## src/sv/tks_pkg.sv

```systemverilog
package tks_pkg;

   localparam int VERTEX_W = 5;
   localparam int STATUS_W = 3;
   localparam int CFG_W = 6;

   localparam int MAX_VERTICES_DEFAULT = 32;
   localparam int MAX_EDGES_DEFAULT = 256;
   localparam logic [CFG_W-1:0] NUM_VERTICES_RESET = 6'd32;

   typedef enum logic [STATUS_W-1:0] {
      STATUS_ACCEPT = 3'd0,
      STATUS_RANGE  = 3'd1,
      STATUS_FULL   = 3'd2,
      STATUS_ORDER  = 3'd3,
      STATUS_CYCLE  = 3'd4
   } status_type;

   typedef enum logic {
      OP_ADD  = 1'b0,
      OP_SORT = 1'b1
   } opcode_type;

   typedef enum logic [11:0] {
      ST_IDLE     = 12'b0000_0000_0001,
      ST_CLEAR    = 12'b0000_0000_0010,
      ST_CNT_RD   = 12'b0000_0000_0100,
      ST_CNT_WR   = 12'b0000_0000_1000,
      ST_SEED_RD  = 12'b0000_0001_0000,
      ST_SEED_CHK = 12'b0000_0010_0000,
      ST_POP_RD   = 12'b0000_0100_0000,
      ST_POP_GET  = 12'b0000_1000_0000,
      ST_SCAN_RD  = 12'b0001_0000_0000,
      ST_SCAN_WR  = 12'b0010_0000_0000,
      ST_EMIT_RD  = 12'b0100_0000_0000,
      ST_EMIT_OUT = 12'b1000_0000_0000
   } state_type;

endpackage

```

## src/sv/tks_ram.sv

```systemverilog
module tks_ram #(
   parameter int WIDTH = 8,
   parameter int DEPTH = 32,
   parameter int ADDR_W = (DEPTH > 1) ? $clog2(DEPTH) : 1
) (
   input  logic              clock,
   input  logic              wr_en,
   input  logic [ADDR_W-1:0] wr_addr,
   input  logic [WIDTH-1:0]  wr_data,
   input  logic [ADDR_W-1:0] rd_addr,
   output logic [WIDTH-1:0]  rd_data
);

   logic [WIDTH-1:0] mem_ff [DEPTH];
   logic [WIDTH-1:0] rd_data_ff;

   always_ff @(posedge clock) begin
      if (wr_en) begin
         mem_ff[wr_addr] <= wr_data;
      end
      rd_data_ff <= mem_ff[rd_addr];
   end

   assign rd_data = rd_data_ff;

endmodule

```

## src/sv/kahn_topological_sort.sv

```systemverilog
// Kahn topological sort over a stored edge list.
// Request: pulse start with req_opcode, req_src_vertex, req_dst_vertex; the
// transaction is taken when start is high and busy is low.
// Add (opcode 0): busy stays low; the status result appears on
// rsp_* in the next cycle with rsp_last set. Adds may follow every cycle.
// Sort (opcode 1): busy rises for the whole run. The time is set by the
// edge memory reads and the in-degree read-modify-writes per edge, all
// through a single in-degree memory. Results are strobed by rsp_valid, one
// cycle each, either the full order (rsp_last on the final vertex) or a
// single STATUS_CYCLE result; a sort with a vertex count of zero gives no
// result and busy stays low. The receiver cannot stall; results are never
// held. csr_wr_en/csr_wr_data write the vertex count; the user writes it
// only while busy is low, as the block itself does not enforce this.
// Reset (synchronous) empties the edge store and sets the vertex count to 32;
// the memories themselves are not cleared.
module kahn_topological_sort #(
   parameter int MAX_VERTICES = tks_pkg::MAX_VERTICES_DEFAULT,
   parameter int MAX_EDGES = tks_pkg::MAX_EDGES_DEFAULT
) (
   input  logic                          clock,
   input  logic                          reset,
   input  logic                          start,
   output logic                          busy,
   input  logic                          req_opcode,
   input  logic [tks_pkg::VERTEX_W-1:0]  req_src_vertex,
   input  logic [tks_pkg::VERTEX_W-1:0]  req_dst_vertex,
   output logic                          rsp_valid,
   output logic [tks_pkg::STATUS_W-1:0]  rsp_status,
   output logic [tks_pkg::VERTEX_W-1:0]  rsp_vertex,
   output logic                          rsp_last,
   input  logic                          csr_wr_en,
   input  logic [tks_pkg::CFG_W-1:0]     csr_wr_data
);

   localparam int VW = tks_pkg::VERTEX_W;
   localparam int EDGE_W = 2 * VW;
   localparam int EAW = (MAX_EDGES > 1) ? $clog2(MAX_EDGES) : 1;
   localparam int ECW = $clog2(MAX_EDGES + 1);
   localparam int VAW = $clog2(MAX_VERTICES);
   localparam int VCW = $clog2(MAX_VERTICES + 1);
   localparam int DW = ECW;

   tks_pkg::state_type state_ff, state_in;
   logic [tks_pkg::CFG_W-1:0] num_vertices_ff, num_vertices_in;
   logic [ECW-1:0] edge_count_ff, edge_count_in;
   logic [ECW-1:0] eidx_ff, eidx_in;
   logic [VCW-1:0] idx_ff, idx_in;
   logic [VCW-1:0] head_ff, head_in;
   logic [VCW-1:0] tail_ff, tail_in;
   logic [VW-1:0] u_ff, u_in;
   logic rsp_valid_ff, rsp_valid_in;
   tks_pkg::status_type rsp_status_ff, rsp_status_in;
   logic [VW-1:0] rsp_vertex_ff, rsp_vertex_in;
   logic rsp_last_ff, rsp_last_in;

   logic [VCW-1:0] nv;

   logic edge_wr_en;
   logic [EDGE_W-1:0] edge_rd_data;
   logic [VW-1:0] e_from, e_to;
   logic e_in_range;

   logic deg_wr_en;
   logic [VAW-1:0] deg_wr_addr, deg_rd_addr;
   logic [DW-1:0] deg_wr_data, deg_rd_data;

   logic q_wr_en;
   logic [VW-1:0] q_wr_data, q_rd_data;
   logic [VAW-1:0] q_rd_addr;

   assign nv = (int'(num_vertices_ff) > MAX_VERTICES) ? VCW'(MAX_VERTICES)
                                                      : VCW'(num_vertices_ff);

   assign e_from = edge_rd_data[EDGE_W-1:VW];
   assign e_to = edge_rd_data[VW-1:0];
   assign e_in_range = (int'(e_from) < int'(nv)) && (int'(e_to) < int'(nv));

   tks_ram #(
      .WIDTH (EDGE_W),
      .DEPTH (MAX_EDGES),
      .ADDR_W(EAW)
   ) u_edge_ram (
      .clock  (clock),
      .wr_en  (edge_wr_en),
      .wr_addr(edge_count_ff[EAW-1:0]),
      .wr_data({req_src_vertex, req_dst_vertex}),
      .rd_addr(eidx_in[EAW-1:0]),
      .rd_data(edge_rd_data)
   );

   tks_ram #(
      .WIDTH (DW),
      .DEPTH (MAX_VERTICES),
      .ADDR_W(VAW)
   ) u_deg_ram (
      .clock  (clock),
      .wr_en  (deg_wr_en),
      .wr_addr(deg_wr_addr),
      .wr_data(deg_wr_data),
      .rd_addr(deg_rd_addr),
      .rd_data(deg_rd_data)
   );

   // ready queue; since pops are in order it also holds the visit order
   tks_ram #(
      .WIDTH (VW),
      .DEPTH (MAX_VERTICES),
      .ADDR_W(VAW)
   ) u_queue_ram (
      .clock  (clock),
      .wr_en  (q_wr_en),
      .wr_addr(tail_ff[VAW-1:0]),
      .wr_data(q_wr_data),
      .rd_addr(q_rd_addr),
      .rd_data(q_rd_data)
   );

   always_comb begin
      state_in = state_ff;
      num_vertices_in = csr_wr_en ? csr_wr_data : num_vertices_ff;
      edge_count_in = edge_count_ff;
      eidx_in = eidx_ff;
      idx_in = idx_ff;
      head_in = head_ff;
      tail_in = tail_ff;
      u_in = u_ff;
      rsp_valid_in = 1'b0;
      rsp_status_in = tks_pkg::STATUS_ACCEPT;
      rsp_vertex_in = '0;
      rsp_last_in = 1'b0;
      edge_wr_en = 1'b0;
      deg_wr_en = 1'b0;
      deg_wr_addr = '0;
      deg_wr_data = '0;
      deg_rd_addr = '0;
      q_wr_en = 1'b0;
      q_wr_data = '0;
      q_rd_addr = '0;

      unique case (state_ff)
         tks_pkg::ST_IDLE: begin
            if (start) begin
               if (req_opcode == tks_pkg::OP_SORT) begin
                  idx_in = '0;
                  eidx_in = '0;
                  head_in = '0;
                  tail_in = '0;
                  if (nv != '0) begin
                     state_in = tks_pkg::ST_CLEAR;
                  end
               end else begin
                  rsp_valid_in = 1'b1;
                  rsp_last_in = 1'b1;
                  if ((int'(req_src_vertex) >= int'(nv)) ||
                      (int'(req_dst_vertex) >= int'(nv))) begin
                     rsp_status_in = tks_pkg::STATUS_RANGE;
                  end else if (edge_count_ff == ECW'(MAX_EDGES)) begin
                     rsp_status_in = tks_pkg::STATUS_FULL;
                  end else begin
                     rsp_status_in = tks_pkg::STATUS_ACCEPT;
                     edge_wr_en = 1'b1;
                     edge_count_in = edge_count_ff + 1'b1;
                  end
               end
            end
         end
         tks_pkg::ST_CLEAR: begin
            deg_wr_en = 1'b1;
            deg_wr_addr = idx_ff[VAW-1:0];
            if (int'(idx_ff) + 1 == int'(nv)) begin
               idx_in = '0;
               state_in = tks_pkg::ST_CNT_RD;
            end else begin
               idx_in = idx_ff + 1'b1;
            end
         end
         tks_pkg::ST_CNT_RD: begin
            if (eidx_ff == edge_count_ff) begin
               state_in = tks_pkg::ST_SEED_RD;
            end else if (e_in_range) begin
               deg_rd_addr = VAW'(e_to);
               state_in = tks_pkg::ST_CNT_WR;
            end else begin
               eidx_in = eidx_ff + 1'b1;
            end
         end
         tks_pkg::ST_CNT_WR: begin
            deg_wr_en = 1'b1;
            deg_wr_addr = VAW'(e_to);
            deg_wr_data = deg_rd_data + 1'b1;
            eidx_in = eidx_ff + 1'b1;
            state_in = tks_pkg::ST_CNT_RD;
         end
         tks_pkg::ST_SEED_RD: begin
            deg_rd_addr = idx_ff[VAW-1:0];
            state_in = tks_pkg::ST_SEED_CHK;
         end
         tks_pkg::ST_SEED_CHK: begin
            if (deg_rd_data == '0) begin
               q_wr_en = 1'b1;
               q_wr_data = VW'(idx_ff);
               tail_in = tail_ff + 1'b1;
            end
            if (int'(idx_ff) + 1 == int'(nv)) begin
               state_in = tks_pkg::ST_POP_RD;
            end else begin
               idx_in = idx_ff + 1'b1;
               state_in = tks_pkg::ST_SEED_RD;
            end
         end
         tks_pkg::ST_POP_RD: begin
            q_rd_addr = head_ff[VAW-1:0];
            if (head_ff != tail_ff) begin
               state_in = tks_pkg::ST_POP_GET;
            end else if (head_ff == nv) begin
               idx_in = '0;
               state_in = tks_pkg::ST_EMIT_RD;
            end else begin
               rsp_valid_in = 1'b1;
               rsp_status_in = tks_pkg::STATUS_CYCLE;
               rsp_last_in = 1'b1;
               state_in = tks_pkg::ST_IDLE;
            end
         end
         tks_pkg::ST_POP_GET: begin
            u_in = q_rd_data;
            head_in = head_ff + 1'b1;
            eidx_in = '0;
            state_in = tks_pkg::ST_SCAN_RD;
         end
         tks_pkg::ST_SCAN_RD: begin
            if (eidx_ff == edge_count_ff) begin
               state_in = tks_pkg::ST_POP_RD;
            end else if ((e_from == u_ff) && (int'(e_to) < int'(nv))) begin
               deg_rd_addr = VAW'(e_to);
               state_in = tks_pkg::ST_SCAN_WR;
            end else begin
               eidx_in = eidx_ff + 1'b1;
            end
         end
         tks_pkg::ST_SCAN_WR: begin
            // drop the in-degree; enqueue the target when it reaches zero
            if (deg_rd_data != '0) begin
               deg_wr_en = 1'b1;
               deg_wr_addr = VAW'(e_to);
               deg_wr_data = deg_rd_data - 1'b1;
               if (deg_rd_data == DW'(1)) begin
                  q_wr_en = 1'b1;
                  q_wr_data = e_to;
                  tail_in = tail_ff + 1'b1;
               end
            end
            eidx_in = eidx_ff + 1'b1;
            state_in = tks_pkg::ST_SCAN_RD;
         end
         tks_pkg::ST_EMIT_RD: begin
            q_rd_addr = idx_ff[VAW-1:0];
            state_in = tks_pkg::ST_EMIT_OUT;
         end
         tks_pkg::ST_EMIT_OUT: begin
            rsp_valid_in = 1'b1;
            rsp_status_in = tks_pkg::STATUS_ORDER;
            rsp_vertex_in = q_rd_data;
            if (int'(idx_ff) + 1 == int'(nv)) begin
               rsp_last_in = 1'b1;
               state_in = tks_pkg::ST_IDLE;
            end else begin
               idx_in = idx_ff + 1'b1;
               state_in = tks_pkg::ST_EMIT_RD;
            end
         end
         default: begin
            state_in = tks_pkg::ST_IDLE;
         end
      endcase
   end

   always_ff @(posedge clock) begin
      if (reset) begin
         state_ff <= tks_pkg::ST_IDLE;
         num_vertices_ff <= tks_pkg::NUM_VERTICES_RESET;
         edge_count_ff <= '0;
         head_ff <= '0;
         tail_ff <= '0;
         rsp_valid_ff <= 1'b0;
      end else begin
         state_ff <= state_in;
         num_vertices_ff <= num_vertices_in;
         edge_count_ff <= edge_count_in;
         head_ff <= head_in;
         tail_ff <= tail_in;
         rsp_valid_ff <= rsp_valid_in;
      end
   end

   always_ff @(posedge clock) begin
      eidx_ff <= eidx_in;
      idx_ff <= idx_in;
      u_ff <= u_in;
      rsp_status_ff <= rsp_status_in;
      rsp_vertex_ff <= rsp_vertex_in;
      rsp_last_ff <= rsp_last_in;
   end

   assign busy = (state_ff != tks_pkg::ST_IDLE);
   assign rsp_valid = rsp_valid_ff;
   assign rsp_status = rsp_status_ff;
   assign rsp_vertex = rsp_vertex_ff;
   assign rsp_last = rsp_last_ff;

   a_cycle_is_last: assert property (@(posedge clock) disable iff (reset)
      (rsp_valid && (rsp_status == tks_pkg::STATUS_CYCLE)) |-> rsp_last)
      else $error("cycle result without last");

   a_head_le_tail: assert property (@(posedge clock) disable iff (reset)
      head_ff <= tail_ff)
      else $error("queue head passed tail");

   a_tail_le_nv: assert property (@(posedge clock) disable iff (reset)
      busy |-> (int'(tail_ff) <= int'(nv)))
      else $error("more vertices enqueued than exist");

   a_edge_count_bound: assert property (@(posedge clock) disable iff (reset)
      int'(edge_count_ff) <= MAX_EDGES)
      else $error("edge count beyond store depth");

endmodule

```

## config.mk

```make
export PLATFORM = sky130hd
export DESIGN_NAME = kahn_topological_sort
export DESIGN_NICKNAME = d
export VERILOG_FILES = /design/src/sv/tks_pkg.sv /design/src/sv/tks_ram.sv /design/src/sv/kahn_topological_sort.sv
export SDC_FILE = /design/constraint.sdc
export NUM_CORES = 2
export LEC_CHECK = 0
export BUFFER_PORTS_ARGS = -buffer_cell sky130_fd_sc_hd__buf_4
export CAP_MARGIN = 10
export CORE_UTILIZATION = 50
export CTS_BUF_LIST = sky130_fd_sc_hd__clkbuf_2 sky130_fd_sc_hd__clkbuf_4 sky130_fd_sc_hd__clkbuf_8
export CTS_CLUSTER_DIAMETER = 60
export DETAILED_ROUTE_END_ITERATION = 16
export PLACE_DENSITY = 0.63
export RECOVER_POWER = 25
export SYNTH_ARGS = -nofsm -noshare
export SYNTH_HDL_FRONTEND = slang
export SYNTH_HIERARCHICAL = 1
export SYNTH_SLANG_ARGS = --single-unit
```

## constraint.sdc

```tcl
create_clock -name clock -period 6.13 [get_ports clock]
set_clock_uncertainty 0.2 [all_clocks]
set_input_delay 1.226 -clock clock [delete_from_list [all_inputs] [get_ports clock]]
set_output_delay 1.226 -clock clock [all_outputs]
set_load 0.05 [all_outputs]
```

==> flow_summary_export.csv <==
group,metric,value,unit
logic_synthesis,synth_nets,6006,
timing,hold_viol,0,
final_layout,final_cell_area,138000,um^2
clock_network,cts_made_buffers,490,
worst_setup_path,start_kind,"flop",
logic_synthesis,yosys_warnings,6,
timing,max_freq,167,MHz
logic_synthesis,synth_ff_type,"edfxtp_1",
power,power_density,330,nW/um^2
logic_synthesis,ys_async_sr_fraction,0,%
drt,drc_errors,0,
final_layout,nets,6681,
logic_synthesis,synth-edff-count,3020,
grt,grt_pass1_wl,446000,um
worst_setup_path,reg2reg_from,"num_vertices_ff[3]",
timing,post-route-period-util,97.6,%
worst_setup_path,slowest_stage,"nor4_2",
timing,setup_ws,0.148,ns
worst_hold_path,min_from,"csr_wr_data[0]",
timing,worstMarginPinSlew,4.14,ns
worst_setup_path,rrSetupSlack,0.15,ns
floorplanning,core.rowCount,180,
floorplanning,die_area,245000,um^2
worst_hold_path,holdPathStages,3,
clock_network,root_buffer,"clkbuf_8",
worst_setup_path,cp.required,6.86,ns
clock_network,postCtsHoldBufs,0,
worst_setup_path,cp_num_buf_inv,3,
place,gp_congestion,0.867,
place,place_hpwl,194000,um
drt,wl_met2,149000,um
drt,routedWlPerCell,30.5,um
drt,drt_iter0_markers,6955,
grt,grt_usage,25.4,%
logic_synthesis,ys_ff_latch,3101,
logic_synthesis,synth.area.top_cells,"edfxtp_1, mux4_2, mux2i_1",
logic_synthesis,synthCells,5958,
timing,setup_viol,0,
drt,dr.pass1.iters,6,
place,dp.cells,9309,
worst_setup_path,slowest_delay,0.78,ns
logic_synthesis,synth_top_cell_area_share,74.5,%
logic_synthesis,yosysSeqAreaShare,75.8,%
worst_hold_path,min_path_type,"input pin to flop",
worst_setup_path,worstSetupEndpointType,"flop",
clock_network,clk_path_buf_depth,4,
final_layout,area_growth,13.2,%
drt,vias,63200,
drt,top_layer,"met5",
floorplanning,core_area,241000,um^2
run_status,status,"finished, violations left",
clock_network,cts_tree,"built",
logic_synthesis,synth_area_leader_cell,"edfxtp_1",
grt,grt_pass1_vias,62800,
power,leakagePower,41.8,nW
worst_setup_path,reg2reg_depth,17,
worst_setup_path,crit_type,"flop to flop",
clock_network,clock_latency,1.15,ns
logic_synthesis,synth.most_common_cell,"edfxtp_1",
grt,antenna_found_initial,19,
power,finalPower,0.0454,W
drt,wl_met1,124000,um
flow_run,cap_violations,20,
drt,postRouteAntennaNets,0,
logic_synthesis,synth_cell_types,81,
floorplanning,start_util,50.5,%
worst_setup_path,path_delay_family,"compound AO/OA/AOI/OAI gates",
power,ir_drop,285,uV
place,place_ws,-0.767,ns
worst_setup_path,r2r_end,"u_edge_ram/rd_data[4]",
place,place_area,128000,um^2
timing,final_max_slew_viol_count,1315,
timing,slew_headroom,-176,%
worst_setup_path,cp_max_fo,35,
final_layout,drive_gt1_share,28.2,%
drt,wirelength,311000,um
worst_setup_path,cpMostUsedCell,"a211oi_1",
drt,viasPerCell,6.19,
final_layout,instances_no_fill,10200,
drt,met3_length,28300,um
floorplanning,die_h,495,um
clock_network,h-tree-depth,5,
grt,overflow,0,
timing,finalCriticalPeriod,5.98,ns
place,io_buffers,31,
final_layout,fill_cells,17800,
worst_hold_path,min_to,"num_vertices_ff[0]",
floorplanning,die_w,495,um
worst_setup_path,cp.arrival,6.71,ns
run_status,violations,"capacitance limit, slew limit",
logic_synthesis,avgSynthCellArea,20.4,um^2
logic_synthesis,syn_area,122000,um^2
grt,grt_start_max_net_pins,178,
clock_network,cts.sinks,3101,
clock_network,path_clk_slew,0.07,ns
floorplanning,io_pins,32,
logic_synthesis,ys_top_cells_by_count,"edfxtp_1, mux4_2, nor2_1",
worst_setup_path,path_cells,"nor2b_1, inv_1, ha_1, a211oi_1, o21ai_0, a211oi_1, o22ai_1, a21oi_4, buf_4, o21bai_1, a21o_2, and2_2, buf_6, a22oi_1, a21oi_1, nor4_2, nor3_1",
==> how the worst max path moves through the flow <==
stage,from,depth (start not counted),endpoint,slack (ns)
after floorplan,req_src_vertex[0],15,u_edge_ram/mem_ff[234][0],1.35
after global placement,num_vertices_ff[3],20,u_edge_ram/rd_data[8],-0.79
after detailed placement,num_vertices_ff[3],20,u_edge_ram/rd_data[8],-0.77
after CTS,num_vertices_ff[5],18,u_edge_ram/rd_data[3],0.006
after global routing,num_vertices_ff[3],18,u_edge_ram/rd_data[0],-0.10
final,num_vertices_ff[3],17,u_edge_ram/rd_data[4],0.15
==> per-stage QoR <==
stage                     hold slack (ns)  utilization [%]  setup TNS [ns]
after floorplan                     0.200                -               0
after global placement              0.294             53.1           -4.65
final                               0.198             57.1               0
after CTS                          0.0871             57.1               0
after detailed placement            0.291             53.1           -4.44
after global routing                0.148             57.1          -0.121
==> layout by cell type (no fill, tap or decap), types with 41 or more instances in the layout <==
| cell type | Yosys | layout |
|---|---|---|
| dfxtp_1 | 81 | 81 |
| mux4_2 | 635 | 635 |
| clkbuf_4 | 0 | 160 |
| clkinv_1 | 0 | 127 |
| edfxtp_1 | 3020 | 3020 |
| mux4_1 | 41 | 41 |
| nand2_1 | 88 | 87 |
| nor2_1 | 424 | 421 |
| a22oi_1 | 192 | 192 |
| nand3_1 | 63 | 63 |
| a21oi_1 | 144 | 137 |
| o22ai_1 | 60 | 59 |
| mux2i_1 | 219 | 219 |
| nor3_1 | 48 | 44 |
| clkinv_2 | 0 | 54 |
| buf_4 | 37 | 445 |
| clkbuf_8 | 0 | 511 |
==> layout make-up <==
cell class / instances / area [um^2] / share of cell area, %
clock buffer: 671 / 8230 / 5.98
timing repair buffer: 523 / 4370 / 3.17
multi-input combinational: 2496 / 27500 / 20.0
clock inverter: 202 / 1200 / 0.873
sequential: 3101 / 92300 / 67.0
inverter: 21 / 78.8 / 0.0572
tap: 3185 / 3990 / 2.89
antenna: 9 / 22.5 / 0.0164
==> repair_timing <==
action                                  CTS  global route
pin swaps                                 1             3
buffers inserted                          5             8
gates cloned                              0             1
endpoints found under the setup margin   10            10
resized for setup                        11            20
==> report_power, final <==
part	internal (W)	switching, W	leakage, nW	total (W)
logic	0.00229	0.00259	9.48	0.00488
clock network	0.00911	0.00788	5.03	0.0170
registers	0.0233	0.000183	27.2	0.0235
total	0.0347	0.0107	41.8	0.0454
==> routing by layer <==
layer  up-vias  GRT usage [%]
li1      26300              -
met1     33200           35.4
met2      3071           40.0
met3       554           5.36
met4         6           8.39
met5         -              0
==> sequential cells by signal, indices dropped and copies added, names as in the netlist, 6 cells and up <==
signal              flops
edge_count_ff           9
eidx_ff                 9
head_ff                 6
idx_ff                  6
num_vertices_ff         6
state_ff               12
tail_ff                 6
u_deg_ram/mem_ff      288
u_deg_ram/rd_data       9
u_edge_ram/mem_ff    2560
u_edge_ram/rd_data     10
u_queue_ram/mem_ff    160
==> worst register-to-register path, stage by stage, from the launching register on <==
cell and delay (ns):
dfxtp_1 0.35, nor2b_1 0.31, inv_1 0.17, ha_1 0.32
a211oi_1 0.27, o21ai_0 0.17, a211oi_1 0.35, o22ai_1 0.23
a21oi_4 0.35, buf_4 0.23, o21bai_1 0.09, a21o_2 0.39
and2_2 0.48, buf_6 0.30, a22oi_1 0.51, a21oi_1 0.23
nor4_2 0.78, nor3_1 0.11
==> kinds of logic after synthesis <==
logic type / synth area share [%]
muxes: 14.6
adders and majority gates: 0.278
and+or+nand+nor: 3.39
buffers and inverters: 1.80
xor gates and xnor gates: 0.313
AOI/OAI and AO/OA: 3.82
DFF: 75.8
Note: power is estimated with default switching activity, not from simulation.
